`src/rtl/core/radsimp_pkg.sv`:
```
// ----------------------------------------------------------------------------
// radsimp_pkg
// Control word layout and microprogram for the radical simplifier sequencer.
// ----------------------------------------------------------------------------
package radsimp_pkg;

	// Step counter width: the program has exactly 1 << STEP_W steps
	localparam int STEP_W = 3;

	typedef logic [STEP_W-1:0] step_t;

	// Datapath operation selected by the current step
	typedef enum logic [3:0] {
		OP_LOAD,       // take a request from the input channel
		OP_SQUARE,     // square the trial factor
		OP_DIV_START,  // load the divider with radicand and square
		OP_DIV_STEP,   // one restoring division bit
		OP_CHECK,      // exact division: keep quotient, else next factor
		OP_MULK,       // fold the trial factor into the root
		OP_PROD,       // coefficient times root
		OP_EMIT        // write the result register
	} op_t;

	// Jump condition: jump to the target when true, else advance one step
	typedef enum logic [2:0] {
		JMP_NEVER,
		JMP_ALWAYS,
		JMP_NO_INPUT,  // no request offered
		JMP_SQ_GT,     // square exceeds remaining radicand
		JMP_DIV_BUSY,  // division bits still to go
		JMP_REM_NZ,    // division left a remainder
		JMP_OUT_FULL   // result register still held
	} cond_t;

	typedef struct packed {
		op_t   op;
		cond_t cond;
		step_t target;
	} ctrl_word_t;

	// Step addresses
	localparam step_t ST_LOAD   = 3'd0;
	localparam step_t ST_SQUARE = 3'd1;
	localparam step_t ST_TEST   = 3'd2;
	localparam step_t ST_DIV    = 3'd3;
	localparam step_t ST_CHECK  = 3'd4;
	localparam step_t ST_MULK   = 3'd5;
	localparam step_t ST_FINAL  = 3'd6;
	localparam step_t ST_EMIT   = 3'd7;

	// Microprogram ROM. Advancing past the emit step wraps to the load step.
	function automatic ctrl_word_t ucode_rom(input step_t addr);
		ctrl_word_t w;
		case (addr)
			ST_LOAD:   w = '{op: OP_LOAD,      cond: JMP_NO_INPUT, target: ST_LOAD};
			ST_SQUARE: w = '{op: OP_SQUARE,    cond: JMP_NEVER,    target: ST_LOAD};
			ST_TEST:   w = '{op: OP_DIV_START, cond: JMP_SQ_GT,    target: ST_FINAL};
			ST_DIV:    w = '{op: OP_DIV_STEP,  cond: JMP_DIV_BUSY, target: ST_DIV};
			ST_CHECK:  w = '{op: OP_CHECK,     cond: JMP_REM_NZ,   target: ST_SQUARE};
			ST_MULK:   w = '{op: OP_MULK,      cond: JMP_ALWAYS,   target: ST_SQUARE};
			ST_FINAL:  w = '{op: OP_PROD,      cond: JMP_NEVER,    target: ST_LOAD};
			ST_EMIT:   w = '{op: OP_EMIT,      cond: JMP_OUT_FULL, target: ST_EMIT};
			default:   w = '{op: OP_LOAD,      cond: JMP_NO_INPUT, target: ST_LOAD};
		endcase
		return w;
	endfunction

endpackage

```
`src/rtl/core/radical_simplifier_top.sv`:
```
// ----------------------------------------------------------------------------
// radical_simplifier_top
// Simplifies c*sqrt(r) to (c*k)*sqrt(r/k^2) with k^2 the largest square
// dividing r; the coefficient saturates and flags overflow.
// ----------------------------------------------------------------------------
//
//  channel  dir  payload                                  handshake
//  s_axis   in   tdata: coef_in, radicand_in              tvalid/tready
//  m_axis   out  tdata: coef_out, radicand_out            tvalid/tready
//                tuser: coef_overflow
//
//  One request at a time. Trial factors p = 2, 3, ... are tried while p*p does
//  not exceed the remaining radicand; each trial squares p and runs the
//  one-bit-per-cycle restoring divider, then checks the remainder. Each square
//  factor removed adds a repeat trial of the same p and a step to fold p into
//  the root. The worst case is a prime near the top of the range.
//  The result register frees the input side: a new request is taken while a
//  result waits. Reset clears the sequencer and the result valid.
//
module radical_simplifier_top #(
	parameter int DATA_WIDTH = 16
) (
	input  logic                                   clk,
	input  logic                                   arst_n,
	// tdata: coef_in [W-1:0], radicand_in [2W-1:W], zero pad
	input  logic [((2*DATA_WIDTH+7)/8)*8-1:0]      s_axis_tdata,
	input  logic                                   s_axis_tvalid,
	output logic                                   s_axis_tready,
	// tdata: coef_out [W-1:0], radicand_out [2W-1:W], zero pad
	output logic [((2*DATA_WIDTH+7)/8)*8-1:0]      m_axis_tdata,
	// tuser: coef_overflow
	output logic                                   m_axis_tuser,
	output logic                                   m_axis_tvalid,
	input  logic                                   m_axis_tready
);
	import radsimp_pkg::*;

	localparam int W    = DATA_WIDTH;
	localparam int BUSW = ((2*W+7)/8)*8;
	localparam int HW   = (W+1)/2 + 1;   // trial factor and root width
	localparam int HW2  = 2*HW;          // square width
	localparam int PW   = W + HW;        // coefficient product width
	localparam int CW   = $clog2(W+1);   // division bit counter width

	step_t         step_q;
	ctrl_word_t    ctrl;
	logic          jump;
	logic          in_fire;
	logic          out_free;

	logic [W-1:0]   coef_q;
	logic [W-1:0]   rem_q;
	logic [HW-1:0]  p_q;
	logic [HW-1:0]  k_q;
	logic [HW2-1:0] sq_q;
	logic [PW-1:0]  prod_q;

	logic [W-1:0]   div_r_q;
	logic [W-1:0]   div_q_q;
	logic [W-1:0]   divisor_q;
	logic [CW-1:0]  div_cnt_q;

	logic [W:0]     div_trial;
	logic [W:0]     div_diff;
	logic           sq_gt;
	logic [HW2-1:0] sq_next;
	logic [HW2-1:0] kp_next;
	logic [PW-1:0]  prod_next;

	logic [W-1:0]   coef_out_q;
	logic [W-1:0]   rad_out_q;
	logic           ovf_out_q;
	logic           out_valid_q;
	logic [W-1:0]   coef_sat;
	logic           prod_ovf;

	// Fetch the control word of the current step
	assign ctrl = ucode_rom(step_q);

	assign s_axis_tready = (ctrl.op == OP_LOAD);
	assign in_fire       = s_axis_tvalid && s_axis_tready;
	assign out_free      = !out_valid_q || m_axis_tready;

	// Datapath arithmetic
	assign sq_next   = HW2'(p_q) * HW2'(p_q);
	assign kp_next   = HW2'(k_q) * HW2'(p_q);
	assign prod_next = PW'(coef_q) * PW'(k_q);
	assign sq_gt     = sq_q > HW2'(rem_q);
	assign div_trial = {div_r_q, div_q_q[W-1]};
	assign div_diff  = div_trial - {1'b0, divisor_q};

	// Evaluate the jump condition
	always_comb begin
		case (ctrl.cond)
			JMP_NEVER:    jump = 1'b0;
			JMP_ALWAYS:   jump = 1'b1;
			JMP_NO_INPUT: jump = !s_axis_tvalid;
			JMP_SQ_GT:    jump = sq_gt;
			JMP_DIV_BUSY: jump = (div_cnt_q != CW'(1));
			JMP_REM_NZ:   jump = (div_r_q != '0);
			JMP_OUT_FULL: jump = !out_free;
			default:      jump = 1'b0;
		endcase
	end

	// Advance the step counter or take the jump
	always_ff @(posedge clk or negedge arst_n) begin
		if (!arst_n) begin
			step_q <= ST_LOAD;
		end else begin
			step_q <= jump ? ctrl.target : step_q + step_t'(1);
		end
	end

	// Working registers
	always_ff @(posedge clk) begin
		case (ctrl.op)
			OP_LOAD: begin
				if (in_fire) begin
					coef_q <= s_axis_tdata[W-1:0];
					rem_q  <= s_axis_tdata[2*W-1:W];
					k_q    <= HW'(1);
					p_q    <= HW'(2);
				end
			end
			OP_SQUARE: begin
				sq_q <= sq_next;
			end
			OP_DIV_START: begin
				div_r_q   <= '0;
				div_q_q   <= rem_q;
				divisor_q <= sq_q[W-1:0];
				div_cnt_q <= CW'(W);
			end
			OP_DIV_STEP: begin
				// Restoring step: keep the difference when it does not go negative
				if (!div_diff[W]) begin
					div_r_q <= div_diff[W-1:0];
				end else begin
					div_r_q <= div_trial[W-1:0];
				end
				div_q_q   <= {div_q_q[W-2:0], !div_diff[W]};
				div_cnt_q <= div_cnt_q - CW'(1);
			end
			OP_CHECK: begin
				// Exact: drop the square factor and retry the same p
				if (div_r_q == '0) begin
					rem_q <= div_q_q;
				end else begin
					p_q <= p_q + HW'(1);
				end
			end
			OP_MULK: begin
				k_q <= kp_next[HW-1:0];
			end
			OP_PROD: begin
				prod_q <= prod_next;
			end
			default: begin
			end
		endcase
	end

	// Saturate the coefficient product
	assign prod_ovf = (prod_q[PW-1:W] != '0);
	assign coef_sat = prod_ovf ? '1 : prod_q[W-1:0];

	// Result register payload; a zero radicand gives 0 * sqrt(1)
	always_ff @(posedge clk) begin
		if (ctrl.op == OP_EMIT && out_free) begin
			if (rem_q == '0) begin
				coef_out_q <= '0;
				rad_out_q  <= W'(1);
				ovf_out_q  <= 1'b0;
			end else begin
				coef_out_q <= coef_sat;
				rad_out_q  <= rem_q;
				ovf_out_q  <= prod_ovf;
			end
		end
	end

	// Result valid: set on emit, drop when taken
	always_ff @(posedge clk or negedge arst_n) begin
		if (!arst_n) begin
			out_valid_q <= 1'b0;
		end else if (ctrl.op == OP_EMIT && out_free) begin
			out_valid_q <= 1'b1;
		end else if (m_axis_tready) begin
			out_valid_q <= 1'b0;
		end
	end

	assign m_axis_tvalid = out_valid_q;
	assign m_axis_tuser  = ovf_out_q;
	assign m_axis_tdata  = BUSW'({rad_out_q, coef_out_q});

endmodule

```
`config.mk`:
```
export PLATFORM = sky130hd
export DESIGN_NAME = radical_simplifier_top
export DESIGN_NICKNAME = d
export VERILOG_FILES = /design/src/rtl/core/radsimp_pkg.sv /design/src/rtl/core/radical_simplifier_top.sv
export SDC_FILE = /design/constraint.sdc
export NUM_CORES = 1
export LEC_CHECK = 0
export BUFFER_PORTS_ARGS = -buffer_cell sky130_fd_sc_hd__buf_2
export CELL_PAD_IN_SITES_DETAIL_PLACEMENT = 1
export CELL_PAD_IN_SITES_GLOBAL_PLACEMENT = 1
export CORE_ASPECT_RATIO = 1.1
export CORE_MARGIN = 1
export CORE_UTILIZATION = 51
export DETAILED_ROUTE_END_ITERATION = 10
export PLACE_DENSITY = 0.84
export SETUP_SLACK_MARGIN = 0.1
export SLEW_MARGIN = 20
export SYNTH_ARGS = -nofsm -noshare
export SYNTH_HDL_FRONTEND = slang
export SYNTH_SLANG_ARGS = --single-unit
```
`constraint.sdc`:
```
create_clock -name clk -period 5.85 [get_ports clk]
set_input_delay 0.2925 -clock clk [delete_from_list [all_inputs] [get_ports clk]]
set_output_delay 0.2925 -clock clk [all_outputs]
set_load 0.005 [all_outputs]
```
# After elaboration in Yosys (flattened, before gate mapping)
# Memory sizes are Yosys's and may differ from the RTL's.
# Index checks and enable logic that the tools add are counted.
[op_classes]
reduce_logical = 20
mul = 3
muxes = 17
shifts = 0
n_bitwise = 0
div_mod_pow = 0
add_sub_neg = 4
magnitude_cmp = 1
n_eq_ne = 17
[op_table]
columns = ["op", "n"]
rows = [
  ["case mux 16 bit (2 select lines)", 3],
  ["2-to-1 mux 16 bit", 4],
  ["case mux 9 bit (2 select lines)", 2],
  ["zero test 16 bit", 2],
  ["2-to-1 mux 9 bit", 3],
  ["multiplier 16 x 9 -> 25 bit", 1],
  ["greater-than comparator 18 x 16 -> 1 bit", 1],
  ["multiplier 9 x 9 -> 18 bit", 1],
  ["subtractor 17 x 16 -> 17 bit", 1],
  ["== test 4 x 3 -> 1 bit, second input constant", 4],
  ["nonzero test 16 bit", 1],
  ["case mux 5 bit (2 select lines)", 1],
  ["adder 9 x 1 -> 9 bit, second input constant", 1],
  ["== test 3 bit, second input constant", 3],
  ["multiplier 9 x 9 -> 9 bit", 1],
  ["nonzero test 9 bit", 1],
  ["== test 4 x 2 -> 1 bit, second input constant", 2],
  ["nonzero test 2 bit", 4],
  ["== test 3 x 2 -> 1 bit, second input constant", 2],
  ["case mux 1 bit (6 select lines)", 1],
  ["AND reduction 3 bit", 2],
  ["inequality test 5 x 1 -> 1 bit, second input constant", 1],
  ["subtractor 5 x 1 -> 5 bit, second input constant", 1],
  ["== test 4 x 1 -> 1 bit, second input constant", 1],
  ["11 further kinds", 18],
]
[totals]
memories = 1
latchBits = 0
regBits = 183
romBits = 72
input_bits = 36
wordCells = 78
mem_bits_rw = 0
[memory_table]
columns = ["memory", "words", "word_bits", "rd", "rd_ports_with_merged_regs", "write_ports", "line", "source"]
rows = [
  ["(no name shown)", 8, 9, 1, 0, 0, "radsimp_pkg.sv:54", "case (addr)"],
]

# Longest topological paths before layout
# Gate-level depths: netlist (run 1).
[depth]
depth_word = 5
depth_mapped = 20
depth_no_buf = 19

# Worst setup path before layout (run 1)
# Ideal clock, no wire load.
[synth_path]
path_type = "register to register"
start = "register k_q[5]"
end = "register prod_q[24] (data pin)"
period_less_slack_ps = 5261
t_arrival_ps = 5006
required_ps = 5595
path_slack_ps = 589
path_stages_with_launch = 20
path_cell_list = "edfxtp_1 clkbuf_1 clkbuf_1 nand2_1 fa_1 fa_1 inv_1 fa_1 inv_1 fa_1 inv_1 ha_1 o21a_1 o31a_1 o31ai_4 o211a_1 o31ai_1 o41a_1 or4_1 and3_1"
[synth_between]
elab_chain_cells = 1
[synth_lines]
columns = ["element", "line", "source"]
rows = [
  ["start, declared", "radical_simplifier_top.sv:54", "logic [HW-1:0] k_q;"],
  ["start signal, assigned", "radical_simplifier_top.sv:154", "k_q <= kp_next[HW-1:0];"],
  ["multiplier 16 x 9 -> 25 bit", "radical_simplifier_top.sv:87", "assign prod_next = PW'(coef_q) * PW'(k_q);"],
  ["net prod_next[24]", "radical_simplifier_top.sv:68", "logic [PW-1:0] prod_next;"],
  ["end signal, assigned", "radical_simplifier_top.sv:157", "prod_q <= prod_next;"],
  ["end, declared", "radical_simplifier_top.sv:56", "logic [PW-1:0] prod_q;"],
]
# The timed path passes the listed nets, and every way through them passes these cells.
# A chain may end at the register's enable or synchronous reset.

# Final worst setup path (run 1)
[layout_path]
start = "register k_q[4]"
end = "register prod_q[24] (data pin)"
# Same word-level chain as after synthesis.

==> results of run 1 <==
-- final timing paths --
| check | slack [ns] | depth (start not counted) | endpoint |
|---|---|---|---|
| worst min-delay path | 0.007 | 1 | coef_q[12]$_DFFE_PP_ |
| min in group asynchronous | 0.21 | 2 | m_axis_tvalid$_DFFE_PN0P_ |
| worst max-delay path | 0.22 | 15 | prod_q[24]$_DFFE_PN_ |
| worst max register to register | 0.22 | 15 | prod_q[24]$_DFFE_PN_ |
| max in group asynchronous | 5.50 | 2 | step_q[1]$_DFFE_PN0P_ |
| worst min register to register | 0.46 | 0 | divisor_q[0]$_DFFE_PP_ |
-- timing repair --
action | in CTS | in global routing
setup buffers | 2 | 18
hold buffers | 7 | 0
pin swaps | 0 | 3
setup endpoints to repair | 1 | 2
endpoints found under the hold margin | 10 | 0
resized for setup | 0 | 1
-- per-layer routing --
layer	vias to the layer above	GRT usage (%)	wire length [µm]
met3	101	4.03	1720
met1	5715	32.5	17100
met5	-	0	0
li1	5040	-	-
met4	0	10.3	1580
met2	356	48.8	22100
-- worst max-delay path, delay by kind of cell (launching register included) --
family / cells / cell delay (ns)
compound gates: 4 / 1.02
buf+inv: 2 / 0.09
fa+ha+maj: 5 / 2.44
flops: 1 / 0.57
simple gates: 4 / 1.25
-- flip-flops by register name, summed over array words and instances, names as in the netlist --
register	cells
m_axis_tvalid	1
p_q	9
m_axis_tuser	1
step_q	3
prod_q	25
rem_q	16
divisor_q	15
div_r_q	16
sq_q	17
coef_q	16
div_q_q	16
coef_out_q	16
k_q	9
rad_out_q	16
div_cnt_q	5
-- metrics by stage --
| step | area [µm²] | hold WS, ns | setup WS, ns | utilization, % | std cells |
|---|---|---|---|---|---|
| after floorplan | 15800 | -0.00309 | 0.589 | - | 1508 |
| after global placement | 16600 | 0.115 | 0.360 | 54.5 | 1956 |
| after detailed placement | 16600 | 0.118 | 0.129 | 54.5 | 1956 |
| after CTS | 17300 | 0.000246 | 0.122 | 56.8 | 1997 |
| after global routing | 17400 | -0.00744 | 0.0619 | 57.2 | 2015 |
| final | 17400 | 0.00660 | 0.224 | 57.2 | 2015 |
-- layout make-up --
class | instances | area [µm²]
well taps | 414 | 518
repair buffers | 119 | 733
fillers | 3320 | 13000
clock buffers | 17 | 425
multi-input cells | 989 | 9090
inverters | 280 | 1050
clock inverters | 15 | 183
flip-flops and latches | 181 | 5420
-- synth_stat cells, drive strengths merged (7+ instances only) --
| library cell | n |
|---|---|
| a21oi | 40 |
| xor2 | 19 |
| nor2 | 51 |
| nor2b | 24 |
| nor4 | 12 |
| mux2 | 19 |
| nor3 | 13 |
| edfxtp | 177 |
| xnor2 | 54 |
| and2 | 137 |
| o21ai | 40 |
| clkbuf | 54 |
| fa | 152 |
| a21o | 33 |
| nand4 | 8 |
| or3 | 7 |
| mux2i | 13 |
| inv | 280 |
| nand2 | 132 |
| ha | 137 |
| and3 | 9 |
| nand3 | 17 |
-- logic make-up after synthesis --
family / Yosys count / share of synthesized area, %
AO/OA/AOI/OAI: 170 / 7.29
XOR/XNOR: 73 / 4.05
adder cells (fa/ha/maj): 289 / 30.1
buffers and inverters: 338 / 8.16
flip-flops: 181 / 34.3
multiplexers: 32 / 2.18
AND/OR/NAND/NOR: 425 / 13.9
-- placed cells by master, fill, tap and decap left out, types with 41 or more instances in the layout --
master    netlist  routed
inv_1         280     280
edfxtp_1      177     177
fa_1          152     152
and2_1        137     136
buf_2           0      70
nand2_1       131     130
ha_1          137     137
xnor2_1        54      54
nor2_1         51      51
buf_4           0      41
==> impl_results.md, run 1 <==
- Final ANT Viol Nets: 0
- First-pass GRT wire length: 65900 µm
- # rows: 67
- Cts bufs inserted: 17
- CTS tree: done
- Slew margin rel.: 34.4%
- Worst path required time: about 6 ns
- Post-synth ARST share: ~2.2%
- Root Driver: clkbuf_16
- Total Wirelength: 42500 µm
- Netlist cell types: 65
- Reg clk slew, reported paths: about 0.090 ns
- Prevailing post-synth register cell: edfxtp_1
- Post-synth top area cell: edfxtp_1
- Clock H-tree levels: 4
- Crit. End Element: flip-flop
- Final Cycle Share: a little under 100%
- Die area: roughly 32000 µm²
- Synthesized area: between 15000 and 20000 µm²
- Wire per inst: between 20 and 25 µm
- Avg Inst Size Synth: around 10 µm²
- Fmax: 0.178 GHz
- Largest stage delay on the critical path: roughly 0.6 ns
- Kind of critical path: reg -> reg
- Area Overhead vs Synth: 10.3%
- CP max FO: 9
- Residual DRC count: 0
- Worst-Margin Slew: around 0.98 ns
- Final Skew: roughly 0.014 ns
- Die X: around 170 µm
- RSZ-0062 raised after global routing: no
- DPL Wire Length: roughly 32000 µm
- Cells after Synth: 1508
- 1st-pass router iterations: 5
- GPL Wtd Cong: roughly 0.83
- Share of layout cells above drive strength 1: 11.0%
- Via count: between 10k and 15k
- Hold Path Class: in -> reg
- Ranking of synthesized cells by area: edfxtp_1 34%, fa_1 19%, ha_1 11%
- Clk sink count: between 150 and 200
- Final setup TNS: 0 ns
- Syn nets: 1833
- Worst r2r src: k_q[4]$_SDFFCE_PN0P_
- Core area: a little over 30000 µm²
- Die Y: 186 µm
- #FFs+latches synth: roughly 180
- Initial Util: just over 50%
- Number of synthesized flops with an enable pin: between 150 and 200
- CP startpoint kind: flip-flop
- Most used cell along the critical path: fa_1
- CTS Buffer Depth: 2
- Final setup viols: 0
- Ports: 71
- Critical path's slowest cell: fa_1
- Clk Latency, worst-skew pair: around 0.46 ns
- Drt via density: 5.56
- Top-area cell type share of the netlist area: between 30% and 40%
- Fin nets: approximately 1.9k
- Initial DRC count: about 740
- All-Layer GR Usage: a little over a quarter
- Max-slew violations: 0
- HP Start: s_axis_tdata[12]
- Tmin final: 5.63 ns
- Total grt overflow: 0
- Seq/Total Area, Yosys: approximately a third
- Critical Path, Cell by Cell: and2_1 -> fa_1 -> fa_1 -> fa_1 -> inv_1 -> fa_1 -> inv_1 -> ha_1 -> or3_1 -> o31ai_4 -> o211a_1 -> o31ai_1 -> o41a_1 -> or4_1 -> and3_1
- Number of max-cap violations: 0
- Vias in the first global route: roughly 12k
- Fin. Hold Viols: 0
- Initial antenna violation count: 0
- PortBufs: 70
- CP Data Arrival Time: 5.82 ns
- Diode count: 0
- Yosys warnings: 0
- Status: finished, final reports clean
- Critical Path Source: k_q[4]$_SDFFCE_PN0P_
- Largest net degree at the start of global routing: 54
Power of run 1 is left out: the tool's default activity adds up to more than one toggle a clock period on the data nets, which glitch-free logic cannot reach.
==> run 2, diff against run 1 <==
RECOVER_POWER = 50   (was unset)
==> run 2 against run 1 <==
The run now ends with capacitance limit, slew limit left. Routed wire length about the same. Global-route usage unchanged. Core utilization fell by 0.21 points. Fmax increased by 0.25%. Non-clock buffer count stayed put. Die area is the same. Via count down 0.16%. Design area fell by 0.37%. Final cell count unchanged. Sequential share of layout area grew 0.12 points.
==> impl_results.md, run 2 (same netlist as run 1, synthesis figures left out) <==
- Max FFs per register: 25 (unchanged)
- GPL Wtd Cong: 0.834 (unchanged)
- Clk sink count: 181 (unchanged)
- Die area: 31700 µm² (unchanged)
- Largest net degree at the start of global routing: 54 (unchanged)
- CP delay by family, top: adder cells
- Hold Path Class: in -> reg
- CTS Buffer Depth: 2 (unchanged)
- Final setup viols: 0 (unchanged)
- All-Layer GR Usage: 27.2% (unchanged)
- WP buf/inv: 2 (unchanged)
- Slew margin rel.: -52.7% (-87 points)
- Biggest regs: prod_q (25), sq_q (17)
- Worst slack, placed: 0.129 ns (unchanged)
- Core area: 30400 µm² (unchanged)
- Final setup TNS: 0 ns (unchanged)
- Number of max-cap violations: 3 (+3)
- Area Overhead vs Synth: 9.92%
- Crit. End Element: flip-flop
- 1st-pass router iterations: 5 (unchanged)
- Via count: 11.2k (-0.16%)
- Tmin final: 5.61 ns (-0.0140 ns)
- # rows: 67 (unchanged)
- Fin. Hold Viols: 0 (unchanged)
- Drt via density: 5.56 (-0.16%)
- Fmax: 0.178 GHz (+0.25%)
- Final ANT Viol Nets: 0 (unchanged)
- Final core utilization: 57.0% (-0.21 points)
- Clk Latency, worst-skew pair: 0.46 ns (about the same)
- Initial Util: 51.9% (unchanged)
- Die Y: 186 µm (unchanged)
- Max-slew violations: 114 (+114)
- Total grt overflow: 0 (unchanged)
- CP max FO: 9 (unchanged)
- Largest stage delay on the critical path: 0.59 ns (about the same)
- CTS tree: done
- Commonest non-fill, non-tap cell in the layout: inv_1
- Residual DRC count: 0 (unchanged)
- Worst path required time: 6.05 ns (about the same)
- First-pass GRT wire length: 65900 µm (unchanged)
- Critical Path, Cell by Cell: and2_1 -> fa_1 -> fa_1 -> fa_1 -> inv_1 -> fa_1 -> inv_1 -> ha_1 -> or3_1 -> o31ai_4 -> o211a_1 -> o31ai_1 -> o41a_1 -> or4_1 -> and3_1
- Status: finished, violations left
- Ports: 71 (unchanged)
- Diode count: 0 (unchanged)
- Final Skew: 0.0140 ns (+0.0000379 ns)
- Cts bufs inserted: 17 (unchanged)
- Critical path's slowest cell: fa_1
- RSZ-0062 raised after global routing: no
- Most used cell along the critical path: fa_1
- Share of layout cells above drive strength 1: 8.68% (-2.3 points)
- Failing checks: capacitance limit, slew limit
- Kind of critical path: reg -> reg
- Fin nets: 1913 (unchanged)
- Biggest register: prod_q
- Root Driver: clkbuf_16
- CP Data Arrival Time: 5.81 ns (about the same)
- Total Wirelength: 42500 µm (about the same)
- Wire per inst: 21.1 µm (about the same)
- Reg clk slew, reported paths: 0.09 ns (about the same)
- Most frequent cells in the layout: 280 x inv_1, 177 x edfxtp_1, 152 x fa_1
- Initial DRC count: 698 (-5.4%)
- CP startpoint kind: flip-flop
- PortBufs: 70 (unchanged)
- Final Cycle Share: 95.9% (-0.24 points)
- Clock H-tree levels: 4 (unchanged)
- Die X: 170 µm (unchanged)
- Worst-Margin Slew: 2.29 ns (+1.31 ns)
- Initial antenna violation count: 0 (unchanged)
- DPL Wire Length: 31700 µm (unchanged)
- Vias in the first global route: 12.5k (unchanged)
- PnR worst setup slack: 0.238 ns (+0.0140 ns)
run 2: metrics by stage:
stage / std cells / area (µm²) / hold WS (ns)
after floorplan: 1508 / 15800 / -0.00309
after global placement: 1956 / 16600 / 0.115
after detailed placement: 1956 / 16600 / 0.118
after CTS: 1997 / 17300 / 0.000246
after global routing: 2015 / 17300 / -0.00744
final: 2015 / 17300 / 0.00677
run 2: cell type report:
type | instances | area (µm²)
Fill cell | 3339 | 13100
Multi-Input combinational cell | 989 | 9080
Sequential cell | 181 | 5420
Inverter | 280 | 1050
Timing Repair Buffer | 119 | 672
Tap cell | 414 | 518
Clock buffer | 17 | 425
Clock inverter | 15 | 183
run 2: worst paths after layout:
path                       cells after the start            startpoint  slack (ns)                   endpoint
max in group asynchronous                      2                arst_n        5.35      step_q[1]$_DFFE_PN0P_
min                                            1      s_axis_tdata[12]       0.007       coef_q[12]$_DFFE_PP_
min in group asynchronous                      2                arst_n        0.26  m_axis_tvalid$_DFFE_PN0P_
max                                           15  k_q[4]$_SDFFCE_PN0P_        0.24       prod_q[24]$_DFFE_PN_
max reg2reg                                   15  k_q[4]$_SDFFCE_PN0P_        0.24       prod_q[24]$_DFFE_PN_
min reg2reg                                    0     sq_q[0]$_DFFE_PN_        0.47     divisor_q[0]$_DFFE_PP_
run 2: routing by layer:
layer | GRT usage, % | share of wire, % | up-vias
li1 | - | - | 5039
met1 | 32.5 | 40 | 5706
met2 | 48.8 | 52 | 350
met3 | 4.03 | 4.3 | 99
met4 | 10.3 | 3.7 | 0
met5 | 0 | 0 | -
run 2: worst register-to-register path, delay by kind of cell, from the launching register on:
family / cells / cell delay [ns]
buf+inv: 2 / 0.09
flops: 1 / 0.57
simple gates: 4 / 1.26
fa+ha+maj: 5 / 2.44
compound gates: 4 / 1.01
run 2: repair_timing:
action / 4_1_cts / 5_1_grt
hold buffers: 7 / 0
pin swaps: 0 / 3
endpoints found under the setup margin: 1 / 2
buffers inserted: 2 / 18
resized for setup: 0 / 1
endpoints found under the hold margin: 10 / 0
Power of run 2 is left out for the same reason.
==> run 3, diff against run 2 <==
MAX_ROUTING_LAYER = met4   (was unset)
==> run 3 against run 2 <==
Final cell count about the same. Global-route usage grew 0.85 points. Fmax decreased by 0.40%. Hold slack gained 0.0049 ns. Design area about the same. The flow still finishes with violations (capacitance limit, slew limit). Clock skew about the same. Register-to-register slack got worse by 0.02 ns. Clock-buffer cell count did not move. Critical path depth did not move. Sequential share of layout area barely moved. Critical path type unchanged. Die area did not move. Flip-flop and latch count unchanged.
==> impl_results.md, run 3 (same netlist as run 1, synthesis figures left out) <==
- # rows: 67 (unchanged)
- Cts bufs inserted: 17 (unchanged)
- Kind of critical path: reg -> reg
- GPL Wtd Cong: 0.849 (+1.8%)
- Clk sink count: 181 (unchanged)
- Total grt overflow: 0 (unchanged)
- Fmax: 0.177 GHz (-0.40%)
- CTS tree: done
- Tmin final: 5.63 ns (+0.0226 ns)
- CP startpoint kind: flip-flop
- DPL Wire Length: 31700 µm (unchanged)
- Worst R2R Setup Slack: 0.22 ns (-0.02 ns)
- First-pass GRT wire length: 65900 µm (about the same)
- Crit. End Element: flip-flop
- All-Layer GR Usage: 28.0% (+0.85 points)
- Core area: 30400 µm² (unchanged)
- Largest net degree at the start of global routing: 54 (unchanged)
- Met1 WL: 16900 µm (about the same)
- Number of max-cap violations: 3 (unchanged)
- Critical path's slowest cell: fa_1
- Die area: 31700 µm² (unchanged)
- Hold Path Class: in -> reg
- RSZ-0062 raised after global routing: no
- DR WL met2: 22100 µm (-0.95%)
- Reg clk slew, reported paths: 0.08 ns (about the same)
- Biggest register: prod_q
- Via count: 11.3k (+0.62%)
- Diode count: 0 (unchanged)
- CP delay by family, top: adder cells
- Final Cycle Share: 96.3% (+0.39 points)
- Most frequent cells in the layout: 280 x inv_1, 177 x edfxtp_1, 152 x fa_1
- Clk Latency, worst-skew pair: 0.46 ns (about the same)
- Worst path required time: 6.05 ns (about the same)
- Fin nets: 1912 (-0.052%)
- Initial Util: 51.9% (unchanged)
- WP buf/inv: 2 (unchanged)
- Largest stage delay on the critical path: 0.59 ns (about the same)
- Final setup viols: 0 (unchanged)
- CTS Buffer Depth: 2 (unchanged)
- Residual DRC count: 0 (unchanged)
- Commonest non-fill, non-tap cell in the layout: inv_1
- 1st-pass router iterations: 5 (unchanged)
- Max-slew violations: 114 (unchanged)
- Final setup TNS: 0 ns (unchanged)
- Die Y: 186 µm (unchanged)
- Final Skew: 0.0135 ns (-0.000463 ns)
- CP max FO: 8 (-1)
- Max FFs per register: 25 (unchanged)
- Most used cell along the critical path: fa_1
- Vias in the first global route: 12.5k (-0.19%)
- Area Overhead vs Synth: 9.89% (about the same)
- Initial antenna violation count: 0 (unchanged)
- Failing checks: capacitance limit, slew limit
- Final ANT Viol Nets: 0 (unchanged)
- WL met3: 2090 µm (+15%)
- Top Metal Used: met4
- Worst-Margin Slew: 2.27 ns (-0.0175 ns)
- Total Wirelength: 42500 µm (about the same)
- Biggest regs: prod_q (25), sq_q (17)
- PortBufs: 70 (unchanged)
- CP Data Arrival Time: 5.83 ns (+0.02 ns)
- Share of layout cells above drive strength 1: 8.63% (-0.057 points)
- Die X: 170 µm (unchanged)
- Root Driver: clkbuf_16
- Wire per inst: 21.1 µm (about the same)
- Ports: 71 (unchanged)
- Slew margin rel.: -51.5% (+1.2 points)
- Clock H-tree levels: 4 (unchanged)
- Critical Path, Cell by Cell: and2_1 -> fa_1 -> fa_1 -> fa_1 -> inv_1 -> fa_1 -> inv_1 -> ha_1 -> or3_1 -> o31ai_4 -> o211a_1 -> o31ai_1 -> o41a_1 -> or4_1 -> and3_1
- Initial DRC count: 663 (-5.0%)
- Status: finished, violations left
- Fin. Hold Viols: 0 (unchanged)
- Drt via density: 5.59 (+0.67%)
-- run 3: metal layers --
layer,global-route usage [%],vias to the layer above
met3,3.86,110
met2,48.8,392
met4,10.6,0
met5,-,-
met1,32.6,5723
li1,-,5038
-- run 3: path summary, 6_finish.rpt --
path,startpoint,end,depth (start not counted)
max,k_q[4]$_SDFFCE_PN0P_,prod_q[24]$_DFFE_PN_,15
max reg2reg,k_q[4]$_SDFFCE_PN0P_,prod_q[24]$_DFFE_PN_,15
min in group asynchronous,arst_n,m_axis_tvalid$_DFFE_PN0P_,2
min reg2reg,sq_q[0]$_DFFE_PN_,divisor_q[0]$_DFFE_PP_,0
min,s_axis_tdata[12],coef_q[12]$_DFFE_PP_,1
max in group asynchronous,arst_n,step_q[0]$_DFFE_PN0P_,2
-- run 3: what timing repair did --
item	in CTS	in global routing
gates cloned	0	0
hold buffers	7	0
pin swaps	0	3
gates resized for setup	0	1
buffers inserted	2	17
endpoints found under the hold margin	10	0
endpoints found under the setup margin	1	1
-- run 3: layout make-up --
class | instances | area [µm²]
clock inverters | 15 | 183
clock buffers | 17 | 425
fillers | 3341 | 13100
inverters | 280 | 1050
repair buffers | 118 | 667
flip-flops and latches | 181 | 5420
well taps | 414 | 518
multi-input cells | 989 | 9080
-- run 3: metrics by stage --
stage                     setup slack, ns  hold slack, ns  cell area, µm²  util (%)  std cells
final                               0.215          0.0116           17300      57.0       2014
after global routing               0.0675         0.00459           17300      57.0       2014
after CTS                           0.122        0.000246           17300      56.8       1997
after detailed placement            0.129           0.118           16600      54.5       1956
after global placement              0.360           0.115           16600      54.5       1956
after floorplan                     0.589        -0.00309           15800         -       1508
Power of run 3 is left out for the same reason.
